File: src/design/zpd_pkg.sv
`timescale 1ns / 1ps
// ----------------------------------------------------------------------------
// zpd_pkg
// Shared constants, codes and types of the z-score peak detector.
// ----------------------------------------------------------------------------
package zpd_pkg;

    localparam int MAX_WINDOW_DEF  = 64;
    localparam int SAMPLE_BITS_DEF = 16;

    localparam int LEN_BITS      = 7;
    localparam int THR_BITS      = 16;
    localparam int INF_BITS      = 17;
    localparam int CFG_IDX_BITS  = 2;
    localparam int CFG_DATA_BITS = 17;

    localparam int LEN_RESET = 30;
    localparam int LEN_MIN   = 2;
    localparam int THR_RESET = 1280;
    localparam int INF_RESET = 0;
    localparam int INF_ONE   = 65536;

    // digit-serial multiplier: B operand consumed 16 bits per step
    localparam int DIGIT_BITS = 16;
    localparam int MUL_DIGITS = 3;
    localparam int MUL_B_BITS = DIGIT_BITS * MUL_DIGITS;

    localparam logic [1:0] PEAK_NONE = 2'b00;
    localparam logic [1:0] PEAK_POS  = 2'b01;
    localparam logic [1:0] PEAK_NEG  = 2'b11;

    typedef enum logic [CFG_IDX_BITS-1:0] {
        REG_WINDOW_LENGTH = 2'd0,
        REG_THRESHOLD     = 2'd1,
        REG_INFLUENCE     = 2'd2
    } cfg_reg_t;

    typedef enum logic [3:0] {
        ST_IDLE,
        ST_READ,
        ST_DSQ,
        ST_LHS,
        ST_LSQ,
        ST_SSQ,
        ST_TT,
        ST_TL,
        ST_RHS,
        ST_CMP,
        ST_BLEND,
        ST_SQO,
        ST_SQF,
        ST_WB
    } state_t;

endpackage

File: src/design/zpd_mul.sv
`timescale 1ns / 1ps
// ----------------------------------------------------------------------------
// zpd_mul
// Unsigned digit-serial multiplier: A times one 16-bit digit of B per cycle.
// ----------------------------------------------------------------------------
module zpd_mul #(
    parameter int A_BITS = 2 * (zpd_pkg::SAMPLE_BITS_DEF + 8) + 14
) (
    input  logic                                  aclk,
    input  logic                                  aresetn,
    input  logic                                  start,
    input  logic [A_BITS-1:0]                     a,
    input  logic [zpd_pkg::MUL_B_BITS-1:0]        b,
    output logic                                  done,
    output logic [A_BITS+zpd_pkg::MUL_B_BITS-1:0] prod
);

    localparam int DB = zpd_pkg::DIGIT_BITS;
    localparam int BB = zpd_pkg::MUL_B_BITS;
    localparam int CB = $clog2(zpd_pkg::MUL_DIGITS);

    logic [A_BITS-1:0]  a_reg;
    logic [BB-1:0]      b_reg, b_next;
    logic [A_BITS:0]    hi_reg, hi_next;
    logic [BB-1:0]      lo_reg, lo_next;
    logic [CB-1:0]      cnt_reg, cnt_next;
    logic               busy_reg, busy_next;
    logic               done_reg, done_next;
    logic [A_BITS+DB:0] step_sum;

    always_comb begin
        step_sum  = (A_BITS+DB+1)'(hi_reg) + (A_BITS+DB+1)'(a_reg * b_reg[DB-1:0]);
        b_next    = b_reg;
        hi_next   = hi_reg;
        lo_next   = lo_reg;
        cnt_next  = cnt_reg;
        busy_next = busy_reg;
        done_next = 1'b0;
        if (start) begin
            b_next    = b;
            hi_next   = '0;
            cnt_next  = '0;
            busy_next = 1'b1;
        end else if (busy_reg) begin
            lo_next  = {step_sum[DB-1:0], lo_reg[BB-1:DB]};
            hi_next  = step_sum[A_BITS+DB:DB];
            b_next   = b_reg >> DB;
            cnt_next = cnt_reg + 1'b1;
            if (cnt_reg == CB'(zpd_pkg::MUL_DIGITS - 1)) begin
                busy_next = 1'b0;
                done_next = 1'b1;
            end
        end
    end

    always_ff @(posedge aclk) begin
        if (!aresetn) begin
            busy_reg <= 1'b0;
            done_reg <= 1'b0;
            cnt_reg  <= '0;
        end else begin
            busy_reg <= busy_next;
            done_reg <= done_next;
            cnt_reg  <= cnt_next;
        end
    end

    always_ff @(posedge aclk) begin
        if (start) begin
            a_reg <= a;
        end
        b_reg  <= b_next;
        hi_reg <= hi_next;
        lo_reg <= lo_next;
    end

    assign done = done_reg;
    assign prod = {hi_reg[A_BITS-1:0], lo_reg};

endmodule

File: config.mk
export PLATFORM = sky130hd
export DESIGN_NAME = zpd_mul
export DESIGN_NICKNAME = d
export VERILOG_FILES = /design/src/design/zpd_pkg.sv /design/src/design/zpd_mul.sv
export SDC_FILE = /design/constraint.sdc
export NUM_CORES = 2
export LEC_CHECK = 0
export BUFFER_PORTS_ARGS = -buffer_cell sky130_fd_sc_hd__buf_2
export CORE_ASPECT_RATIO = 0.75
export CORE_MARGIN = 5
export CORE_UTILIZATION = 45
export CTS_CLUSTER_SIZE = 20
export DETAILED_ROUTE_END_ITERATION = 16
export GPL_ROUTABILITY_DRIVEN = 0
export PLACE_DENSITY = 0.72
export SLEW_MARGIN = 25
export SYNTH_ARGS = -nofsm -noshare
export SYNTH_HDL_FRONTEND = slang
export SYNTH_SLANG_ARGS = --single-unit
export TNS_END_PERCENT = 1
File: constraint.sdc
create_clock -name aclk -period 14.1 [get_ports aclk]
set_input_delay 0.705 -clock aclk [delete_from_list [all_inputs] [get_ports aclk]]
set_output_delay 0.705 -clock aclk [all_outputs]
set_load 0.1 [all_outputs]
==> summary.txt <==
Setup path
  – Reg-to-Reg Start: b_reg[9]
  – Arrival time worst endpoint: 8.59 ns
  – CP delay by family, top: adder cells
  – CP bufs+invs: 7
  – Startpoint types: flop
  – Critical path origin: b_reg[9]
  – Crit. End Element: flop
  – Max incr delay on CP: 0.55 ns
  – Most used cell, CP: fa_1
  – CP max stage cell: buf_4
  – WS Path Type: reg -> reg
  – Critical path peak fanout: 40
  – Req. time, crit path: 14.64 ns

Global route
  – All-Layer GR Usage: 24.4%
  – Antenna violations before repair: 6
  – Largest net degree at the start of global routing: 140
  – Gr ovfl total: 0
  – Vias in the first global route: 31,200
  – First-pass GRT wire length: 182,000 um

Final layout
  – Number of flip-flops in the largest register: 63
  – Core Util, Final: 48.1%
  – Cell area after layout: 43,000 um^2
  – Final non-filler cell total: 5,544
  – Fin nets: 5,480
  – Area growth syn-to-layout: 6.18%
  – Layout cells sized above 1: 8.20%

Routing
  – Number of remaining DRC errors: 0
  – Via density: 5.29
  – WL final: 116,000 um
  – Drt pass-1 iters: 7
  – Remaining antenna violation count: 0
  – Via count: 29,400
  – WL per Instance: 21.0 um
  – Drt first-iter violations: 2,746

Timing
  – Skew final: 0.0561 ns
  – RSZ-0062 raised after global routing: false
  – Min cycle time layout: 8.05 ns
  – Slew headroom: 35.0%
  – Fmax: 124 MHz
  – Final Setup Violations: 0
  – Final Hold Vio Count: 0
  – Pins Over Slew Limit: 0
  – Final worst-path cycle share: 57.1%
  – Slew @ Worst Pin: 0.975 ns
  – Setup tns final: 0 ns

CTS
  – Setup Fix Bufs, Post-CTS: 0
  – Reg clk slew, reported paths: 0.09 ns
  – CTS root buffer: clkbuf_16
  – CTS tree: built
  – Post-CTS resize count: 0
  – Clock Tree Buf Depth: 3
  – Skew-Pair Late Insertion Delay: 0.65 ns
  – CTS Buf Count: 28
  – CTS H-Tree Depth: 1
  – # hold bufs at CTS: 0
  – CTS Sinks: 225

Yosys
  – Synth Warn #: 0
  – Post-synth EDFFs: 158
  – Seq/Total Area, Yosys: 15.0%
  – Yosys top cell by area: fa_1
  – Compound-cell area share of the yosys netlist: 5.44%
  – Post-synth ARST share: 0%
  – Area of the mapped netlist: 40,500 um^2
  – Cell with the most instances after synthesis: inv_1
  – Mean Syn Cell Area: 9.39 um^2
  – Synth top area share: 44.6%
  – Adder-cell share of the synthesized area: 49.4%
  – Post-Synth Simple-Gate Area: 14.3%
  – Gate Count Post-Synth: 4,314
  – Synthesis-stage register bit count: 225
  – Xor and xnor area share after synthesis: 1.34%
  – Netlist cell types: 71
  – Total nets after synthesis: 5,486
  – Largest family of logic cells by synthesized area: adder cells
  – Mux contribution to synthesized area: 1.46%
  – Main area contributors after synthesis: fa_1, edfxtp_1, inv_1, nand2_1, and2_1
  – Synth Flop Type: edfxtp_1
  – Most frequent cells after synthesis: inv_1, fa_1, nand2_1

Die
  – Ports: 224
  – Full die area: 96,200 um^2
  – Std-Cell Rows: 95
  – Die Width: 357 um
  – Die Y: 270 um
  – Initial Util: 45.3%
  – Core Area: 89,500 um^2

Placement
  – Placed cell count: 5,490
  – DP Area: 42,100 um^2
  – DPL Wire Length: 89,500 um
  – Number of port buffers: 223

Hold path
  – Hold Crit Start: a[38]
  – Hold Path Class: in -> reg

Status
  – Status: complete, no violations

Job
  – Max-capacitance violation count: 0
metal layers:
layer / GRT usage [%] / vias to the layer above / wire length [um]
met5: 0 / - / 0
met2: 36.3 / 1699 / 50300
met1: 32.9 / 14800 / 45300
li1: - / 12600 / -
met4: 6.66 / 0 / 3650
met3: 10.6 / 224 / 17000
kinds of logic (layout without fill, tap and decap cells):
kind of cell | after synthesis | after routing
AOI/OAI and AO/OA | 326 | 326
xor gates and xnor gates | 62 | 62
adders and majority gates | 1059 | 1059
buffers and inverters | 1338 | 1354
DFF | 225 | 225
muxes | 55 | 55
other | 0 | 2
and+or+nand+nor | 1249 | 1249
stage by stage:
step	worst slack, ns	hold WS [ns]
after detailed placement	6.25	0.429
final	6.05	0.236
after floorplan	7.50	0.454
after CTS	6.21	0.211
after global routing	5.78	0.227
after global placement	6.33	0.423
cell type report:
class,count,area (um^2)
well taps,1212,1520
inverters,1048,3940
multi-input cells,2751,29200
clock inverters,19,204
repair buffers,254,1370
clock buffers,33,739
flip-flops and latches,225,6090
diodes,2,5.00
fillers,8227,46500
final timing paths:
path | end | slack (ns) | cells after the start
worst max-delay path | hi_reg[62] | 6.05 | 25
worst min register to register | lo_reg[9] | 0.44 | 0
worst min-delay path | a_reg[38] | 0.24 | 1
worst max register to register | hi_reg[62] | 6.05 | 25
cells in the final DEF (no fill, tap or decap), types with 4 or more instances in the layout:
cell,netlist,routed
inv_1,1047,1045
fa_1,902,902
nand2_1,718,718
and2_1,353,353
buf_2,4,222
edfxtp_1,158,158
ha_1,157,157
a21oi_1,91,91
nor2_1,81,81
dfxtp_1,67,66
a21o_1,45,45
o21ai_0,44,44
xnor2_1,38,38
mux2_2,32,32
nand4_1,31,31
buf_4,65,30
clkbuf_16,0,28
xor2_1,24,24
mux2i_1,23,23
o22ai_1,20,20
nand3_1,18,18
o21bai_1,16,16
o21a_1,15,15
and3_1,14,14
nor3_1,12,12
a31oi_1,12,12
o21ai_1,9,9
a211oi_1,8,8
o211ai_1,7,7
o31a_1,6,6
clkinv_2,0,6
a211o_1,5,5
nor2b_1,5,5
nand2b_1,6,5
a221oi_1,4,4
o31ai_1,5,4
o32ai_1,4,4
clkinvlp_4,0,4
clkinv_4,0,4
Power is left out: the tool's default activity adds up to more than one toggle a clock period on the data nets, which glitch-free logic cannot reach.
